==> config.mk <==
export PLATFORM = sky130hd
export DESIGN_NAME = multi_channel_software_pwm_flat
export DESIGN_NICKNAME = d
export VERILOG_FILES = /design/src/rtl/mcsp_pkg.sv /design/src/rtl/mcsp_in_if.sv /design/src/rtl/mcsp_out_if.sv /design/src/rtl/mcsp_front.sv /design/src/rtl/mcsp_back.sv /design/src/rtl/multi_channel_software_pwm.sv /design/src/flat_wrapper.sv
export SDC_FILE = /design/constraint.sdc
export NUM_CORES = 1
export LEC_CHECK = 0
export BUFFER_PORTS_ARGS = -buffer_cell sky130_fd_sc_hd__buf_2
export CAP_MARGIN = 25
export CELL_PAD_IN_SITES_DETAIL_PLACEMENT = 1
export CELL_PAD_IN_SITES_GLOBAL_PLACEMENT = 2
export CORE_ASPECT_RATIO = 0.9
export CORE_MARGIN = 10
export CORE_UTILIZATION = 30
export DETAILED_ROUTE_END_ITERATION = 12
export PLACE_DENSITY_LB_ADDON = 0.1
export SLEW_MARGIN = 20
export SYNTH_ARGS = -nofsm -noshare
export SYNTH_HDL_FRONTEND = slang
export SYNTH_HIERARCHICAL = 1
export SYNTH_SLANG_ARGS = --single-unit
==> constraint.sdc <==
create_clock -name clk -period 14.2 [get_ports clk]
set_clock_uncertainty 0.05 [all_clocks]
set_input_delay 0.71 -clock clk [delete_from_list [all_inputs] [get_ports clk]]
set_output_delay 0.71 -clock clk [all_outputs]
set_load 0.01 [all_outputs]
==> src/rtl/mcsp_pkg.sv <==
// ============================================================================
// mcsp_pkg - shared types and codes of the software PWM channel block
// Request kinds, queued request word, channel table entry and result codes.
// ============================================================================
`default_nettype none

package mcsp_pkg;

  typedef enum logic [1:0] {
    REQ_START = 2'd0,
    REQ_STOP  = 2'd1,
    REQ_TICK  = 2'd2,
    REQ_NONE  = 2'd3
  } req_kind_t;

  localparam logic [1:0] TIMER_SERVED    = 2'd0;
  localparam logic [1:0] TIMER_MAX_VALID = 2'd2;

  localparam logic EV_STATUS = 1'b0;
  localparam logic EV_DRIVE  = 1'b1;

  localparam logic LVL_LOW  = 1'b0;
  localparam logic LVL_HIGH = 1'b1;

  typedef struct packed {
    req_kind_t   kind;
    logic [2:0]  port;
    logic [2:0]  pin;
    logic [1:0]  timer;
    logic [15:0] period;
    logic [15:0] duty;
  } req_item_t;

  typedef struct packed {
    logic [2:0]  port;
    logic [2:0]  pin;
    logic [1:0]  timer;
    logic [15:0] period;
    logic [15:0] duty;
    logic [15:0] count;
    logic        running;
  } chan_entry_t;

endpackage

`default_nettype wire

==> src/rtl/mcsp_in_if.sv <==
// ============================================================================
// mcsp_in_if - request channel
// Valid/ready channel carrying one request word.
// ============================================================================
`default_nettype none

interface mcsp_in_if;
  logic        valid;
  logic        ready;
  logic [1:0]  req_type;
  logic [2:0]  port;
  logic [2:0]  pin;
  logic [1:0]  timer_channel;
  logic [15:0] period_ticks;
  logic [15:0] duty_ticks;

  modport source (
    output valid, req_type, port, pin, timer_channel, period_ticks, duty_ticks,
    input  ready
  );

  modport sink (
    input  valid, req_type, port, pin, timer_channel, period_ticks, duty_ticks,
    output ready
  );
endinterface

`default_nettype wire

==> src/rtl/mcsp_out_if.sv <==
// ============================================================================
// mcsp_out_if - result channel
// Valid/ready channel carrying one status or pin drive word.
// ============================================================================
`default_nettype none

interface mcsp_out_if;
  logic       valid;
  logic       ready;
  logic       event_kind;
  logic [2:0] out_port;
  logic [2:0] out_pin;
  logic       level;
  logic       error;
  logic       last;

  modport source (
    output valid, event_kind, out_port, out_pin, level, error, last,
    input  ready
  );

  modport sink (
    input  valid, event_kind, out_port, out_pin, level, error, last,
    output ready
  );
endinterface

`default_nettype wire

==> src/rtl/mcsp_front.sv <==
// ============================================================================
// mcsp_front - request intake
// Accepts request words, drops unused kinds and queues the rest in a
// two-entry queue for the channel sequencer.
// ============================================================================
`default_nettype none

module mcsp_front (
  input  logic                clk,
  input  logic                rst_n,
  mcsp_in_if.sink             in_ch,
  output logic                q_valid,
  output mcsp_pkg::req_item_t q_item,
  input  logic                q_pop
);

  localparam int QDEPTH = 2;

  mcsp_pkg::req_item_t fifo_r [QDEPTH];
  mcsp_pkg::req_item_t in_item;
  logic                wr_ptr_r, wr_ptr_nxt;
  logic                rd_ptr_r, rd_ptr_nxt;
  logic [1:0]          cnt_r, cnt_nxt;
  logic                push;
  logic                pop;

  always_comb begin
    in_item.kind   = mcsp_pkg::req_kind_t'(in_ch.req_type);
    in_item.port   = in_ch.port;
    in_item.pin    = in_ch.pin;
    in_item.timer  = in_ch.timer_channel;
    in_item.period = in_ch.period_ticks;
    in_item.duty   = in_ch.duty_ticks;
  end

  assign in_ch.ready = (cnt_r != 2'(QDEPTH));
  assign push        = in_ch.valid && in_ch.ready && (in_item.kind != mcsp_pkg::REQ_NONE);
  assign pop         = q_pop && (cnt_r != 2'd0);
  assign q_valid     = (cnt_r != 2'd0);
  assign q_item      = fifo_r[rd_ptr_r];

  always_comb begin
    wr_ptr_nxt = push ? ~wr_ptr_r : wr_ptr_r;
    rd_ptr_nxt = pop ? ~rd_ptr_r : rd_ptr_r;
    cnt_nxt    = cnt_r;
    if (push && !pop) begin
      cnt_nxt = cnt_r + 2'd1;
    end else if (pop && !push) begin
      cnt_nxt = cnt_r - 2'd1;
    end
  end

  always_ff @(posedge clk) begin
    if (!rst_n) begin
      wr_ptr_r <= 1'b0;
      rd_ptr_r <= 1'b0;
      cnt_r    <= 2'd0;
    end else begin
      wr_ptr_r <= wr_ptr_nxt;
      rd_ptr_r <= rd_ptr_nxt;
      cnt_r    <= cnt_nxt;
    end
  end

  always_ff @(posedge clk) begin
    if (push) begin
      fifo_r[wr_ptr_r] <= in_item;
    end
  end

endmodule

`default_nettype wire

==> src/rtl/mcsp_back.sv <==
// ============================================================================
// mcsp_back - channel sequencer
// Holds the channel table, walks it one entry per cycle for lookups and
// ticks, pausing on a full result register, and drives the result register.
// ============================================================================
`default_nettype none

module mcsp_back #(
  parameter int NUM_CHANNELS = 8
) (
  input  logic                clk,
  input  logic                rst_n,
  input  logic                q_valid,
  input  mcsp_pkg::req_item_t q_item,
  output logic                q_pop,
  mcsp_out_if.source          out_ch
);

  localparam int IDX_W = (NUM_CHANNELS > 1) ? $clog2(NUM_CHANNELS) : 1;
  localparam int CNT_W = $clog2(NUM_CHANNELS + 1);

  typedef enum logic [1:0] {
    ST_IDLE,
    ST_FIND,
    ST_TICK
  } state_t;

  state_t                state_r, state_nxt;
  mcsp_pkg::req_item_t   cur_r, cur_nxt;
  logic [CNT_W-1:0]      idx_r, idx_nxt;
  logic [CNT_W-1:0]      used_r, used_nxt;
  logic                  pend_v_r, pend_v_nxt;
  logic [2:0]            pend_port_r, pend_port_nxt;
  logic [2:0]            pend_pin_r, pend_pin_nxt;
  logic                  pend_lvl_r, pend_lvl_nxt;
  logic                  out_v_r, out_v_nxt;
  logic                  out_kind_r, out_kind_nxt;
  logic [2:0]            out_port_r, out_port_nxt;
  logic [2:0]            out_pin_r, out_pin_nxt;
  logic                  out_lvl_r, out_lvl_nxt;
  logic                  out_err_r, out_err_nxt;
  logic                  out_last_r, out_last_nxt;

  mcsp_pkg::chan_entry_t tbl_r [NUM_CHANNELS];
  mcsp_pkg::chan_entry_t ent;
  mcsp_pkg::chan_entry_t tbl_wdata;
  logic                  tbl_we;

  logic                  out_free;
  logic                  in_range;
  logic                  hit;
  logic                  active;
  logic                  ev;
  logic [15:0]           cnt_inc;

  assign ent      = tbl_r[idx_r[IDX_W-1:0]];
  assign out_free = !out_v_r || out_ch.ready;
  assign in_range = (idx_r < used_r);
  assign hit      = in_range && (ent.port == cur_r.port) && (ent.pin == cur_r.pin);
  assign active   = in_range && ent.running && (ent.timer == mcsp_pkg::TIMER_SERVED);
  assign ev       = active && ((ent.count == 16'd0) || (ent.count == ent.duty));
  assign cnt_inc  = 16'(ent.count + 16'd1);

  always_comb begin
    state_nxt     = state_r;
    cur_nxt       = cur_r;
    idx_nxt       = idx_r;
    used_nxt      = used_r;
    pend_v_nxt    = pend_v_r;
    pend_port_nxt = pend_port_r;
    pend_pin_nxt  = pend_pin_r;
    pend_lvl_nxt  = pend_lvl_r;
    out_v_nxt     = out_v_r && !out_ch.ready;
    out_kind_nxt  = out_kind_r;
    out_port_nxt  = out_port_r;
    out_pin_nxt   = out_pin_r;
    out_lvl_nxt   = out_lvl_r;
    out_err_nxt   = out_err_r;
    out_last_nxt  = out_last_r;
    tbl_we        = 1'b0;
    tbl_wdata     = ent;
    q_pop         = 1'b0;

    case (state_r)
      ST_IDLE: begin
        if (q_valid) begin
          q_pop      = 1'b1;
          cur_nxt    = q_item;
          idx_nxt    = '0;
          pend_v_nxt = 1'b0;
          state_nxt  = (q_item.kind == mcsp_pkg::REQ_TICK) ? ST_TICK : ST_FIND;
        end
      end

      ST_FIND: begin
        if (hit || !in_range) begin
          if (out_free) begin
            out_v_nxt    = 1'b1;
            out_kind_nxt = mcsp_pkg::EV_STATUS;
            out_port_nxt = 3'd0;
            out_pin_nxt  = 3'd0;
            out_lvl_nxt  = mcsp_pkg::LVL_LOW;
            out_err_nxt  = 1'b0;
            out_last_nxt = 1'b1;
            state_nxt    = ST_IDLE;
            if (cur_r.kind == mcsp_pkg::REQ_STOP) begin
              if (hit) begin
                tbl_we            = 1'b1;
                tbl_wdata.running = 1'b0;
                out_kind_nxt      = mcsp_pkg::EV_DRIVE;
                out_port_nxt      = cur_r.port;
                out_pin_nxt       = cur_r.pin;
              end else begin
                out_err_nxt = 1'b1;
              end
            end else if (!hit && (used_r == CNT_W'(NUM_CHANNELS))) begin
              out_err_nxt = 1'b1;
            end else begin
              tbl_we            = 1'b1;
              tbl_wdata.port    = cur_r.port;
              tbl_wdata.pin     = cur_r.pin;
              tbl_wdata.timer   = cur_r.timer;
              tbl_wdata.period  = cur_r.period;
              tbl_wdata.duty    = cur_r.duty;
              tbl_wdata.count   = 16'd0;
              tbl_wdata.running = 1'b1;
              if (!hit) begin
                used_nxt    = CNT_W'(used_r + 1'b1);
                out_err_nxt = (cur_r.timer > mcsp_pkg::TIMER_MAX_VALID);
              end
            end
          end
        end else begin
          idx_nxt = CNT_W'(idx_r + 1'b1);
        end
      end

      ST_TICK: begin
        if (!in_range) begin
          if (!pend_v_r) begin
            state_nxt = ST_IDLE;
          end else if (out_free) begin
            out_v_nxt    = 1'b1;
            out_kind_nxt = mcsp_pkg::EV_DRIVE;
            out_port_nxt = pend_port_r;
            out_pin_nxt  = pend_pin_r;
            out_lvl_nxt  = pend_lvl_r;
            out_err_nxt  = 1'b0;
            out_last_nxt = 1'b1;
            pend_v_nxt   = 1'b0;
            state_nxt    = ST_IDLE;
          end
        end else if (!(ev && pend_v_r && !out_free)) begin
          if (ev) begin
            if (pend_v_r) begin
              out_v_nxt    = 1'b1;
              out_kind_nxt = mcsp_pkg::EV_DRIVE;
              out_port_nxt = pend_port_r;
              out_pin_nxt  = pend_pin_r;
              out_lvl_nxt  = pend_lvl_r;
              out_err_nxt  = 1'b0;
              out_last_nxt = 1'b0;
            end
            pend_v_nxt    = 1'b1;
            pend_port_nxt = ent.port;
            pend_pin_nxt  = ent.pin;
            pend_lvl_nxt  = (ent.count == 16'd0) ? mcsp_pkg::LVL_HIGH : mcsp_pkg::LVL_LOW;
          end
          if (active) begin
            tbl_we          = 1'b1;
            tbl_wdata.count = (cnt_inc == ent.period) ? 16'd0 : cnt_inc;
          end
          idx_nxt = CNT_W'(idx_r + 1'b1);
        end
      end

      default: begin
        state_nxt = ST_IDLE;
      end
    endcase
  end

  always_ff @(posedge clk) begin
    if (!rst_n) begin
      state_r  <= ST_IDLE;
      used_r   <= '0;
      pend_v_r <= 1'b0;
      out_v_r  <= 1'b0;
    end else begin
      state_r  <= state_nxt;
      used_r   <= used_nxt;
      pend_v_r <= pend_v_nxt;
      out_v_r  <= out_v_nxt;
    end
    cur_r       <= cur_nxt;
    idx_r       <= idx_nxt;
    pend_port_r <= pend_port_nxt;
    pend_pin_r  <= pend_pin_nxt;
    pend_lvl_r  <= pend_lvl_nxt;
    out_kind_r  <= out_kind_nxt;
    out_port_r  <= out_port_nxt;
    out_pin_r   <= out_pin_nxt;
    out_lvl_r   <= out_lvl_nxt;
    out_err_r   <= out_err_nxt;
    out_last_r  <= out_last_nxt;
  end

  always_ff @(posedge clk) begin
    if (tbl_we) begin
      tbl_r[idx_r[IDX_W-1:0]] <= tbl_wdata;
    end
  end

  assign out_ch.valid      = out_v_r;
  assign out_ch.event_kind = out_kind_r;
  assign out_ch.out_port   = out_port_r;
  assign out_ch.out_pin    = out_pin_r;
  assign out_ch.level      = out_lvl_r;
  assign out_ch.error      = out_err_r;
  assign out_ch.last       = out_last_r;

  a_used_bound: assert property (@(posedge clk) disable iff (!rst_n)
    used_r <= CNT_W'(NUM_CHANNELS))
    else $error("allocated count beyond table size");

  a_used_step: assert property (@(posedge clk) disable iff (!rst_n)
    ##1 (used_r == $past(used_r)) || (used_r == CNT_W'($past(used_r) + 1'b1)))
    else $error("allocated count moved by more than one");

  a_pend_tick: assert property (@(posedge clk) disable iff (!rst_n)
    pend_v_r |-> (state_r == ST_TICK))
    else $error("held drive event outside a tick walk");

  a_idx_bound: assert property (@(posedge clk) disable iff (!rst_n)
    (state_r != ST_IDLE) |-> (idx_r <= used_r))
    else $error("walk index past allocated entries");

  a_write_range: assert property (@(posedge clk) disable iff (!rst_n)
    tbl_we |-> (idx_r < CNT_W'(NUM_CHANNELS)))
    else $error("table write outside the table");

endmodule

`default_nettype wire

==> src/rtl/multi_channel_software_pwm.sv <==
// ============================================================================
// multi_channel_software_pwm - multi-channel software PWM generator
// Table of PWM channels keyed by port and pin; start, stop and timer tick
// requests in, status words and pin drive words out.
// ============================================================================
//
//   channel | dir | word                                           | handshake
//   --------+-----+------------------------------------------------+----------
//   in_ch   | in  | req_type port pin timer_channel period duty     | valid/ready
//   out_ch  | out | event_kind out_port out_pin level error last    | valid/ready
//
// Start/stop: the request is dequeued, then entries are scanned in order up to
// the match or the end. Tick: all allocated entries are walked in order through
// the single table read port, holding while a drive word waits on the result.
// Reset clears the allocated count and control state; table contents stay
// undefined and need no clearing pass. The two-entry request queue keeps
// accepting, until full, while the sequencer waits on a full result register.
`default_nettype none

module multi_channel_software_pwm #(
  parameter int NUM_CHANNELS = 8
) (
  input  logic        clk,
  input  logic        rst_n,
  mcsp_in_if.sink     in_ch,
  mcsp_out_if.source  out_ch
);

  logic                q_valid;
  logic                q_pop;
  mcsp_pkg::req_item_t q_item;

  mcsp_front u_front (
    .clk     (clk),
    .rst_n   (rst_n),
    .in_ch   (in_ch),
    .q_valid (q_valid),
    .q_item  (q_item),
    .q_pop   (q_pop)
  );

  mcsp_back #(
    .NUM_CHANNELS (NUM_CHANNELS)
  ) u_back (
    .clk     (clk),
    .rst_n   (rst_n),
    .q_valid (q_valid),
    .q_item  (q_item),
    .q_pop   (q_pop),
    .out_ch  (out_ch)
  );

endmodule

`default_nettype wire
==> src/flat_wrapper.sv <==
// flat-port wrapper written by rule: the top's interface ports become plain ports
module multi_channel_software_pwm_flat 
#(
  parameter int NUM_CHANNELS = 8
)
  (clk, rst_n, in_ch_valid, in_ch_req_type, in_ch_port, in_ch_pin, in_ch_timer_channel, in_ch_period_ticks, in_ch_duty_ticks, in_ch_ready, out_ch_valid, out_ch_event_kind, out_ch_out_port, out_ch_out_pin, out_ch_level, out_ch_error, out_ch_last, out_ch_ready);
  mcsp_in_if in_ch_i ();
  mcsp_out_if out_ch_i ();
  input  logic clk;
  input  logic rst_n;
  input wire logic [$bits(in_ch_i.valid)-1:0] in_ch_valid;
  input wire logic [$bits(in_ch_i.req_type)-1:0] in_ch_req_type;
  input wire logic [$bits(in_ch_i.port)-1:0] in_ch_port;
  input wire logic [$bits(in_ch_i.pin)-1:0] in_ch_pin;
  input wire logic [$bits(in_ch_i.timer_channel)-1:0] in_ch_timer_channel;
  input wire logic [$bits(in_ch_i.period_ticks)-1:0] in_ch_period_ticks;
  input wire logic [$bits(in_ch_i.duty_ticks)-1:0] in_ch_duty_ticks;
  output wire logic [$bits(in_ch_i.ready)-1:0] in_ch_ready;
  output wire logic [$bits(out_ch_i.valid)-1:0] out_ch_valid;
  output wire logic [$bits(out_ch_i.event_kind)-1:0] out_ch_event_kind;
  output wire logic [$bits(out_ch_i.out_port)-1:0] out_ch_out_port;
  output wire logic [$bits(out_ch_i.out_pin)-1:0] out_ch_out_pin;
  output wire logic [$bits(out_ch_i.level)-1:0] out_ch_level;
  output wire logic [$bits(out_ch_i.error)-1:0] out_ch_error;
  output wire logic [$bits(out_ch_i.last)-1:0] out_ch_last;
  input wire logic [$bits(out_ch_i.ready)-1:0] out_ch_ready;
  assign in_ch_i.valid = in_ch_valid;
  assign in_ch_i.req_type = in_ch_req_type;
  assign in_ch_i.port = in_ch_port;
  assign in_ch_i.pin = in_ch_pin;
  assign in_ch_i.timer_channel = in_ch_timer_channel;
  assign in_ch_i.period_ticks = in_ch_period_ticks;
  assign in_ch_i.duty_ticks = in_ch_duty_ticks;
  assign in_ch_ready = in_ch_i.ready;
  assign out_ch_valid = out_ch_i.valid;
  assign out_ch_event_kind = out_ch_i.event_kind;
  assign out_ch_out_port = out_ch_i.out_port;
  assign out_ch_out_pin = out_ch_i.out_pin;
  assign out_ch_level = out_ch_i.level;
  assign out_ch_error = out_ch_i.error;
  assign out_ch_last = out_ch_i.last;
  assign out_ch_i.ready = out_ch_ready;
  multi_channel_software_pwm #(.NUM_CHANNELS(NUM_CHANNELS)) u_core (.clk(clk), .rst_n(rst_n), .in_ch(in_ch_i), .out_ch(out_ch_i));
endmodule
; ---- Word-level counts from Yosys, hierarchy flattened
; Memory sizes are Yosys's and may differ from the RTL's. A register that Yosys moved wholly into a read port is not among the register bits.
; Cells that the tools add are included.
[totals]
regBits = 75
ram_bits = 540
inputBits = 46
output_inout_bits = 12
elab_cells = 220
mem_count = 2
[classes]
n_addsub = 5
n_lt_le_gt_ge = 2
eq_ne = 23
n_mux = 119
bitwise_logic = 6
reduce_logical = 40
[memory_table]
columns = name, depth, word_bits, rd, rd_clocked_by_memory_dff, wr, line
row1 = u_core.u_back.tbl_r, 8, 57, 1, 1, 1, mcsp_back.sv:44  ; mcsp_pkg::chan_entry_t tbl_r [NUM_CHANNELS];
row2 = u_core.u_front.fifo_r, 2, 42, 1, 1, 1, mcsp_front.sv:19  ; mcsp_pkg::req_item_t fifo_r [QDEPTH];
[ops]
columns = cell, count
row1 = 2-to-1 mux 57 bit, 3
row2 = 2-to-1 mux 1 bit, 65
row3 = 2-to-1 mux 16 bit, 4
row4 = 2-to-1 mux 3 bit, 21
row5 = 2-to-1 mux 56 bit, 1
row6 = 2-to-1 mux 40 bit, 1
row7 = == test 16 bit, 2
row8 = one-hot mux 16 bit (2 select lines), 1
row9 = "adder 16 x 1 -> 16 bit, second input constant", 1
row10 = zero test 16 bit, 1
row11 = 2-to-1 mux 2 bit, 8
row12 = 2-to-1 mux 4 bit, 4
row13 = "!= test 2 bit, second input constant", 8
row14 = logical AND 1 bit, 14
row15 = one-hot mux 1 bit (2 select lines), 7
row16 = "!= test 3 bit, second input constant", 4
row17 = one-hot mux 3 bit (2 select lines), 2
row18 = one-hot mux 4 bit (3 select lines), 1
row19 = AND reduction 6 bit, 2
row20 = "adder 4 x 1 -> 4 bit, second input constant", 2
row21 = AND reduction 4 bit, 2
row22 = AND reduction 8 bit, 1
row23 = nonzero test 2 bit, 4
row24 = zero test 1 bit, 7
row25 = other kinds (18), 29

; ---- Logic depth before layout (Yosys ltp)
; Gate-level depths: netlist (run 1).
[logic_depth]
ltp_word = 12
ltp_mapped = 16
mapped_depth_nobuf = 12

; ---- Cells and area by module
; Netlist (run 1), hierarchy kept.
[modules_own_cells]
columns = mod, n_inst, cells_each, area_per_inst_um2, seq_area_each_um2
row1 = mcsp_back, 1, 1307, 22725.5, 15805.2
row2 = mcsp_front, 1, 156, 3256.9, 2622.5

; ---- Worst setup path before layout (run 1)
; OpenSTA, ideal clock, no wires.
[synth_timing]
path_type = register to register
startpoint = reg (tool-made name)
endpoint = mem u_core/u_back/tbl_r[1][0] (netlist name), enable pin
setup_ns = 0.542
t_arrival_ns = 7.119
required_ns = 13.608
slack_ns = 6.489
stages_incl_launch_ff = 14
path_buffers = 4
period_less_slack_ns = 7.711
path_cell_list = dfxtp_1 > buf_4 > buf_4 > buf_4 > buf_2 > mux4_2 > nor2_1 > nor3_1 > nor4b_1 > nand3_1 > a21oi_1 > a311oi_1 > nand3b_1 > nor3_1
[synth_lines]
columns = element, line
row1 = to (decl), mcsp_back.sv:44

==> flow_summary_export.csv, run 1 <==
group,metric,value,unit
outcome,run_status,"finished clean",
critical_path,worstSetupPathType,"reg -> reg",
cts,tritoncts_num_sinks,619,
detailed_routing,topRoutingLayerUsed,"met4",
detailed_routing,drt_pre_antenna_iters,5,
detailed_routing,routed_met2_length,31100,um
worst_hold_path,holdPathEnd,"u_core/u_front/fifo_r[0][28]$_DFFE_PP_",
sta,fin_crit,6.67,ns
logic_synthesis,ys_dominant_reg_cell,"edfxtp_1",
finish,nets,1635,
logic_synthesis,synth_area_per_cell,17.8,um^2
global_routing,number_of_global_route_vias_before_repair,14944,
sta,worst_slew_pin_slew,1.07,ns
worst_hold_path,start_point_of_the_worst_min_delay_path,"in_ch_period_ticks[12]",
sta,relSlewSlack,0.266,
power_and_ir_drop,power_density,218,nW/um^2
global_routing,grt_remaining_overflow,0,
cts,cts_root_buffer,"clkbuf_16",
floorplanning,initial_utilization,0.302,
logic_synthesis,synth_async_sr_flop_share,0,
detailed_routing,drtAntennaViolNets,0,
floorplanning,num_io_pins,58,
sta,timing_max_transition_violations_final,0,
cts,tritoncts_clock_tree,"done",
floorplanning,die_width,330,um
critical_path,crit_arrival,6.86,ns
detailed_routing,initialDrtViolationCount,907,
detailed_routing,detailed_route_wirelength_on_metal3,2060,um
power_and_ir_drop,fin_total_pwr,6560,uW
logic_synthesis,post_synth_design_cell_area,26000,um^2
finish,drive_above_1_share,0.238,
global_routing,grt_start_max_net_pins,58,
finish,fill_cells,8650,
cts,clock_path_buffers,3,
cts,cts.repair.resized,0,
power_and_ir_drop,worst_ir_drop_vdd,0.000104,V
detailed_routing,route.layer.met1.wl,34700,um
logic_synthesis,synth_cell_types,77,
floorplanning,num_rows,102,
logic_synthesis,synth_area_leader,"edfxtp_1",
cts,numCtsBuffers,73,
floorplanning,die_area,98800,um^2
global_routing,grt_antenna_before_repair,3,
place,gp_congestion,0.770,
sta,period_share,0.469,
sta,report.final.hold_viol_count,0,
finish,area_growth,15.7,%
worst_hold_path,min-delay-path-class,"in -> reg",
logic_synthesis,post_synth_inst_count,1463,
logic_synthesis,yosys.area.top_type_share,0.697,
logic_synthesis,yosys_register_bits,619,
critical_path,worst_setup_end_kind,"register",
power_and_ir_drop,leakagePower,0.00959,uW
detailed_routing,post_drt_via_cell_ratio,4.94,
run,number_of_maximum_capacitance_violations,0,
floorplanning,core,86000,um^2
floorplanning,die_span_in_y,299,um
detailed_routing,drcViolationCount,0,
critical_path,cp-start-kind,"register",
critical_path,reg2regPathDepth,12,
sta,timing.fmax,150,MHz
logic_synthesis,synth_seq_area_share,0.709,
finish,most-common-layout-cells,"edfxtp_1 (603), mux4_2 (91), mux2i_1 (80), nand2_1 (78), clkbuf_16 (73)",
global_routing,grt_first_pass_wirelength,103000,um
worst_hold_path,worstHoldPathCells,1,
logic_synthesis,most_area_consuming_cells_after_synthesis,"edfxtp_1 (70%), mux4_2 (7.9%), mux2i_1 (3.1%)",
cts,clk_pin_slew_worst_paths,0.06,ns
place,buffers_on_ports,57,
finish,layout_commonest_cell,"edfxtp_1",
critical_path,critical_path.max_fanout,36,
logic_synthesis,synth_fp_nets,1522,
place,dpl.hpwl,43500,um
global_routing,grt_usage,0.140,
detailed_routing,drt_total_wl,69500,um
cts,cts-htree-levels,3,
sta,rsz0062_at_grt,"no",
detailed_routing,total_number_of_vias,13718,
cts,cts_hold_buf,0,
sta,setup_viol,0,
critical_path,critical_r2r_capture,"u_core/u_back/tbl_r[5][54]$_DFFE_PP_",
sta,tns,0,ns
detailed_routing,wl_per_cell,25.0,um
cts,postCtsSetupRepairBufs,0,
logic_synthesis,synth_warnings,6,
cts,worst_skew_pair.late_latency,0.62,ns
finish,insertedDiodeCount,0,
critical_path,r2r_setup_slack,7.53,ns
logic_synthesis,count_of_flip_flops_with_a_built_in_enable_after_synthesis,603,
critical_path,worst-endpoint-required,14.39,ns
[cells by family after synthesis]
logic type,Yosys count,synth area share
flip-flops,619,0.709
AND/OR/NAND/NOR,268,0.0522
multiplexers,244,0.146
AO/OA/AOI/OAI,173,0.0471
buffers and inverters,77,0.0157
XOR/XNOR,69,0.0233
adder cells (fa/ha/maj),13,0.00626
[per-stage QoR]
stage | hold WS [ns] | area (um^2) | instances | utilization | worst slack (ns)
global placement | 0.442 | 27700 | 2642 | 0.322 | 7.19
finish | 0.224 | 30100 | 2779 | 0.349 | 7.53
global route | 0.177 | 30100 | 2779 | 0.349 | 6.95
CTS | 0.177 | 30000 | 2777 | 0.349 | 7.05
floorplan | 0.401 | 26000 | 1463 | - | 6.49
detailed placement | 0.468 | 27700 | 2643 | 0.322 | 7.07
[worst max-delay path by stage]
stage	startpoint	to	slack, ns	cells past startpoint
finish	register	u_core/u_back/tbl_r[5][54]$_DFFE_PP_	7.53	12
global route	register	u_core/u_back/tbl_r[5][30]$_DFFE_PP_	6.95	12
CTS	register	u_core/u_back/tbl_r[5][54]$_DFFE_PP_	7.05	12
detailed placement	register	u_core/u_back/tbl_r[5][45]$_DFFE_PP_	7.07	12
global placement	register	u_core/u_back/tbl_r[5][50]$_DFFE_PP_	7.19	12
floorplan	register	u_core/u_back/tbl_r[1][0]$_DFFE_PP_	6.49	13
[state kept, by name, indices dropped and copies added, names as in the netlist, 2 cells and up, named ones only]
signal,flops
u_core/u_back/out_ch.out_pin,3
u_core/u_back/cur_r,42
u_core/u_front/fifo_r,84
u_core/u_back/pend_pin_r,3
u_core/u_back/state_r,2
u_core/u_front/cnt_r,2
u_core/u_back/idx_r,4
u_core/u_back/used_r,4
u_core/u_back/tbl_r,456
u_core/u_back/pend_port_r,3
u_core/u_back/out_ch.out_port,3
[per-layer routing]
metal / track usage / up-vias
li1: - / 6139
met4: 0.0378 / 0
met2: 0.213 / 210
met3: 0.0254 / 96
met1: 0.204 / 7273
met5: 0 / -
[worst max-delay path: stages (launching register included)]
cell	delay [ns]
dfxtp_4	0.79
buf_4	0.71
mux4_2	0.59
mux2i_1	0.30
xnor2_1	0.18
a221oi_1	0.52
nand3_1	0.42
a21oi_2	0.21
buf_4	0.36
a311oi_1	0.11
nand3b_1	0.39
nor2_4	0.86
buf_4	0.72
[synthesized netlist by cell type, drive strengths merged, types with 14 or more instances]
master	number
clkbuf	19
nand3	19
o21ai	28
nand2	78
nand4	21
nor2	61
inv	17
a21oi	42
mux4	98
a221oi	14
and2	19
xnor2	31
mux2i	86
edfxtp	603
dfxtp	16
buf	39
mux2	60
xor2	38
[power by group]
group	internal (uW)	total, uW	switching (uW)
Combinational	724	2090	1370
Clock	1040	1800	754
Sequential	2540	2670	132
Total	4310	6560	2250
[cell type report]
class                   count  area (um^2)  share of cell area
flip-flops and latches    619        18400               0.613
well taps                1144         1430              0.0476
repair buffers             96          571              0.0190
inverters                  19         71.3             0.00237
clock buffers              85         1870              0.0623
multi-input cells         767         7220               0.240
clock inverters            49          449              0.0149
Note: power is estimated with default switching activity, not from simulation.
==> run 2: changes to the inputs <==
==> constraint.sdc (replaced) <==
create_clock -name clk -period 6.8 [get_ports clk]
set_clock_uncertainty 0.05 [all_clocks]
set_input_delay 0.34 -clock clk [delete_from_list [all_inputs] [get_ports clk]]
set_output_delay 0.34 -clock clk [all_outputs]
set_load 0.01 [all_outputs]
==> run 2 against run 1 <==
Net effect: non-clock buffer count increased by 54; die area did not move; design area up 2.1%; maximum frequency increased by 16%; clock power grew 110%; critical path depth grew 1.
==> flow_summary_export.csv, run 2 (synthesis results as in run 1) <==
group,metric,value,unit
power_and_ir_drop,fin_total_pwr,13700,uW
place,dpl.hpwl,44000,um
cts,clock_path_buffers,3,
place,buffers_on_ports,57,
run,number_of_maximum_capacitance_violations,0,
power_and_ir_drop,worst_ir_drop_vdd,0.000211,V
sta,setup_viol,0,
power_and_ir_drop,power_density,448,nW/um^2
cts,numCtsBuffers,73,
critical_path,crit_end,"u_core/u_back/tbl_r[7][14]$_DFFE_PP_",
floorplanning,initial_utilization,0.302,
global_routing,grt_start_max_net_pins,71,
critical_path,worst-endpoint-required,7.05,ns
floorplanning,core,86000,um^2
critical_path,worst_setup_end_kind,"register",
critical_path,crit_arrival,5.98,ns
floorplanning,num_rows,102,
finish,most-common-layout-cells,"edfxtp_1 (603), mux4_2 (91), mux2i_1 (80), nand2_1 (78), clkbuf_16 (73)",
power_and_ir_drop,leakagePower,0.00983,uW
sta,timing.fmax,174,MHz
detailed_routing,total_number_of_vias,13989,
outcome,run_status,"finished clean",
sta,timing_max_transition_violations_final,0,
floorplanning,num_io_pins,58,
power_and_ir_drop,power.share.clock,0.270,
power_and_ir_drop,seq_power_share,0.406,
finish,drive_above_1_share,0.237,
global_routing,number_of_global_route_vias_before_repair,15140,
critical_path,critical_path.max_fanout,70,
detailed_routing,drtAntennaViolNets,0,
floorplanning,die_width,330,um
critical_path,reg2regPathDepth,13,
cts,clk_pin_slew_worst_paths,0.06,ns
cts,worst_skew_pair.late_latency,0.64,ns
global_routing,grt_remaining_overflow,0,
critical_path,critical_r2r_capture,"u_core/u_back/tbl_r[7][14]$_DFFE_PP_",
finish,nets,1689,
cts,tritoncts_num_sinks,619,
power_and_ir_drop,net-switching-power,4740,uW
global_routing,grt_first_pass_wirelength,104000,um
sta,fin_crit,5.73,ns
detailed_routing,initialDrtViolationCount,1009,
detailed_routing,wl_per_cell,24.6,um
cts,cts-htree-levels,3,
detailed_routing,drcViolationCount,0,
global_routing,grt_antenna_before_repair,1,
critical_path,r2r_setup_slack,1.07,ns
place,gp_congestion,0.785,
sta,relSlewSlack,0.342,
global_routing,grt_usage,0.142,
finish,layout_commonest_cell,"edfxtp_1",
cts,cts.repair.resized,0,
power_and_ir_drop,power.internal,8990,uW
power_and_ir_drop,power.combinational.fraction,0.324,
finish,area_growth,18.1,%
sta,worst_slew_pin_slew,0.960,ns
sta,rsz0062_at_grt,"no",
worst_hold_path,min-delay-path-class,"in -> reg",
sta,period_share,0.843,
sta,tns,0,ns
power_and_ir_drop,netSwitchingFraction,0.345,
cts,tritoncts_clock_tree,"done",
detailed_routing,drt_pre_antenna_iters,5,
critical_path,worstSetupPathType,"reg -> reg",
sta,report.final.hold_viol_count,0,
detailed_routing,post_drt_via_cell_ratio,4.94,
detailed_routing,drt_total_wl,69600,um
floorplanning,die_span_in_y,299,um
finish,largest_register_ffs,456,
critical_path,cp-start-kind,"register",
floorplanning,die_area,98800,um^2
cts,cts_root_buffer,"clkbuf_16",
run 2: cell count changes in the layout (fill, tap and decap cells not counted), moves of 3 or more:
cell	change
buf_12	+9
buf_4	+4
dlygate4sd3_1	+42
clkinv_8	-3
run 2: final cells by class:
class                           count  area, um^2
Multi-Input combinational cell    767        7230
Antenna cell                        1        2.50
Sequential cell                   619       18400
Inverter                           19        71.3
Tap cell                         1144        1430
Clock inverter                     46         418
Clock buffer                       86        1880
Timing Repair Buffer              150        1210
Fill cell                        8635       55300
run 2: power by group through the flow:
stage	Combinational, uW	Sequential, uW	Clock (uW)
final	4460	5570	3710
after global routing	4900	5620	4010
after CTS	4520	5590	3850
after detailed placement	4490	5670	0
after global placement	4420	5660	0
after floorplan	3040	5470	0
run 2: worst min-delay path by stage:
stage | from | cells after the start | end | slack (ns)
6_report | rst_n | 3 | u_core/u_front/wr_ptr_r$_SDFFE_PN0P_ | 0.09
5_1_grt | rst_n | 2 | register | 0.1
4_1_cts | rst_n | 3 | u_core/u_front/wr_ptr_r$_SDFFE_PN0P_ | 0.06
3_5_place_dp | u_core/u_front/wr_ptr_r$_SDFFE_PN0P_ | 2 | u_core/u_front/wr_ptr_r$_SDFFE_PN0P_ | 0.47
3_3_place_gp | u_core/u_front/wr_ptr_r$_SDFFE_PN0P_ | 2 | u_core/u_front/wr_ptr_r$_SDFFE_PN0P_ | 0.44
2_1_floorplan | in_ch_duty_ticks[0] | 0 | u_core/u_front/fifo_r[0][0]$_DFFE_PP_ | 0.39
run 2: layer usage:
metal  vias up  track usage  wire, um
met5         -            0         0
met2       265        0.215     31300
met3        97       0.0201      2350
met4         0       0.0454      1760
met1      7372        0.207     34300
li1       6255            -         -
run 2: timing repair:
item,in CTS,in global routing
setup buffers,0,0
hold endpoints to repair,84,0
hold buffers,42,0
run 2: worst max-delay path: stages, from the launching register on:
cell and delay (ns):
dfxtp_4 0.63, buf_12 0.43, mux4_2 0.30, mux2i_1 0.26, inv_1 0.22, ha_1 0.33
inv_1 0.11, nor3_2 0.59, nand2_1 0.36, o21a_1 0.26, a32o_1 0.29, or2_2 0.41
a21o_4 0.29, o31ai_1 0.76
run 2: through the flow:
| step | cell area, um^2 | utilization | setup WS, ns | hold WS, ns | cells |
|---|---|---|---|---|---|
| after floorplan | 26000 | - | 0.613 | 0.389 | 1463 |
| after global placement | 27900 | 0.325 | 1.20 | 0.443 | 2655 |
| after detailed placement | 27900 | 0.325 | 1.11 | 0.471 | 2655 |
| after CTS | 30700 | 0.356 | 1.07 | 0.0620 | 2829 |
| after global routing | 30700 | 0.357 | 0.707 | 0.0990 | 2831 |
| final | 30700 | 0.357 | 1.07 | 0.0858 | 2832 |
==> run 3: changes to the inputs <==
==> constraint.sdc (replaced) <==
create_clock -name clk -period 5.1 [get_ports clk]
set_clock_uncertainty 0.05 [all_clocks]
set_input_delay 0.255 -clock clk [delete_from_list [all_inputs] [get_ports clk]]
set_output_delay 0.255 -clock clk [all_outputs]
set_load 0.01 [all_outputs]
==> run 3 against run 2 <==
Net effect: global-route usage rose by 0.20 points; hold slack gained 0.011 ns; count of clock-buffer cells in the layout is 4 higher; clock power rose by 34%; design area is 2.8% higher; register-to-register slack got worse by 0.80 ns; sequential power grew 33%; sequential share of layout area fell by 1.7 points; largest power group unchanged.
==> flow_summary_export.csv, run 3 (synthesis results as in run 1) <==
group,metric,value,unit
floorplanning,die_area,98800,um^2
sta,timing_max_transition_violations_final,0,
detailed_routing,drt_total_wl,71100,um
critical_path,critical_path.max_fanout,35,
floorplanning,core,86000,um^2
critical_path,worstSetupPathType,"reg -> reg",
finish,insertedDiodeCount,0,
finish,multiInputGateArea,7240,um^2
detailed_routing,drt_pre_antenna_iters,7,
place,gp_congestion,0.804,
sta,period_share,0.948,
cts,postCtsSetupRepairBufs,0,
finish,largest_register_ffs,456,
critical_path,crit_arrival,5.05,ns
sta,timing.fmax,207,MHz
place,dpl.hpwl,47600,um
sta,setup_viol,0,
finish,seq_area,18400,um^2
detailed_routing,initialDrtViolationCount,993,
power_and_ir_drop,leakagePower,0.0103,uW
finish,layout_commonest_cell,"edfxtp_1",
global_routing,grt_remaining_overflow,0,
worst_hold_path,min-delay-path-class,"in -> reg",
cts,tritoncts_num_sinks,619,
finish,final_util,0.367,
critical_path,worst-endpoint-required,5.32,ns
floorplanning,die_width,330,um
floorplanning,initial_utilization,0.302,
finish,most-common-layout-cells,"edfxtp_1 (603), buf_4 (93), mux4_2 (91), mux2i_1 (80), nand2_1 (78)",
finish,drive_above_1_share,0.269,
cts,cts.repair.resized,0,
detailed_routing,wl_per_cell,24.5,um
sta,final_critical_path_setup_slack,0.265,ns
detailed_routing,drcViolationCount,0,
critical_path,cp-start-kind,"register",
sta,fin_crit,4.84,ns
cts,worst_skew_pair.late_latency,0.63,ns
sta,rsz0062_at_grt,"no",
cts,numCtsBuffers,72,
global_routing,grt_usage,0.144,
place,buffers_on_ports,57,
cts,cts_root_buffer,"clkbuf_16",
global_routing,number_of_global_route_vias_before_repair,15558,
finish,nets,1764,
finish,fill_cells,8611,
floorplanning,num_rows,102,
run,number_of_maximum_capacitance_violations,0,
detailed_routing,post_drt_via_cell_ratio,4.92,
sta,report.final.hold_viol_count,0,
global_routing,grt_first_pass_wirelength,106000,um
finish,area_growth,21.4,%
detailed_routing,total_number_of_vias,14303,
sta,worst_slew_pin_slew,1.02,ns
cts,clk_pin_slew_worst_paths,0.05,ns
cts,clock_path_buffers,3,
place,place_worst_setup_slack,0.266,ns
floorplanning,num_io_pins,58,
sta,relSlewSlack,0.315,
global_routing,grt_start_max_net_pins,60,
outcome,run_status,"finished clean",
cts,cts-htree-levels,3,
floorplanning,die_span_in_y,299,um
power_and_ir_drop,worst_ir_drop_vdd,0.000257,V
cts,tritoncts_clock_tree,"done",
power_and_ir_drop,power_density,592,nW/um^2
detailed_routing,drtAntennaViolNets,0,
critical_path,worst_setup_end_kind,"register",
global_routing,grt_antenna_before_repair,1,
==> run 3: cell types whose count changed in the layout (fill, tap and decap cells not counted), moves of 3 or more <==
cell	before	now
buf_4	40	93
clkinv_2	13	10
clkbuf_1	13	18
buf_12	9	33
clkinv_1	23	19
==> run 3: per-stage QoR <==
step                      instances  total power (uW)  hold WS, ns  TNS, ns  area (um^2)
after global routing           2905             19700       0.0845        0        31500
after detailed placement       2732             13900        0.396        0        28800
after CTS                      2905             19000       0.0622        0        31500
after floorplan                1463             11400        0.304   -18.65        26000
after global placement         2732             13800        0.393        0        28800
final                          2905             18700       0.0972        0        31500
==> run 3: worst paths after layout <==
kind | from | endpoint | slack [ns] | depth (start not counted)
hold reg to reg | u_core/u_back/pend_port_r[1]$_DFFE_PP_ | u_core/u_back/out_ch.out_port[1]$_DFFE_PP_ | 0.48 | 2
setup / recovery | register | u_core/u_back/tbl_r[7][12]$_DFFE_PP_ | 0.26 | 13
hold / removal | in_ch_valid | u_core/u_front/wr_ptr_r$_SDFFE_PN0P_ | 0.1 | 3
setup reg to reg | register | u_core/u_back/tbl_r[7][12]$_DFFE_PP_ | 0.26 | 13
==> run 3: report_power, final <==
group          leakage (uW)  internal [uW]  switching, uW
clock               0.00110           2850           2110
sequential          0.00560           7070            326
combinational       0.00358           2410           3900
==> run 3: layer usage <==
metal  GRT usage  vias to the layer above  wire length [um]
li1            -                     6384                 -
met1       0.210                     7550             34900
met2       0.218                      273             32000
met3      0.0223                       96              2510
met4      0.0419                        0              1660
met5           0                        -                 0
==> run 3: worst max-delay path: stages, from the launching register on <==
cell and delay, ns:
dfxtp_4 0.73, buf_4 0.42, mux4_2 0.37, mux2i_1 0.62, xnor2_1 0.19, nor4_1 0.08
nor4b_2 0.18, buf_12 0.14, o21bai_1 0.19, buf_4 0.14, nand4_1 0.10, buf_4 0.20
a21o_4 0.22, o31ai_1 0.82
==> run 3: timing repair <==
item,CTS,global route
endpoints found under the hold margin,97,0
setup endpoints to repair,0,0
hold buffers,43,0
==> run 3: cell type report <==
| type | count | area share |
|---|---|---|
| flip-flops and latches | 619 | 0.585 |
| well taps | 1144 | 0.0454 |
| clock buffers | 90 | 0.0593 |
| inverters | 19 | 0.00226 |
| clock inverters | 40 | 0.0132 |
| repair buffers | 226 | 0.0658 |
| multi-input cells | 767 | 0.230 |
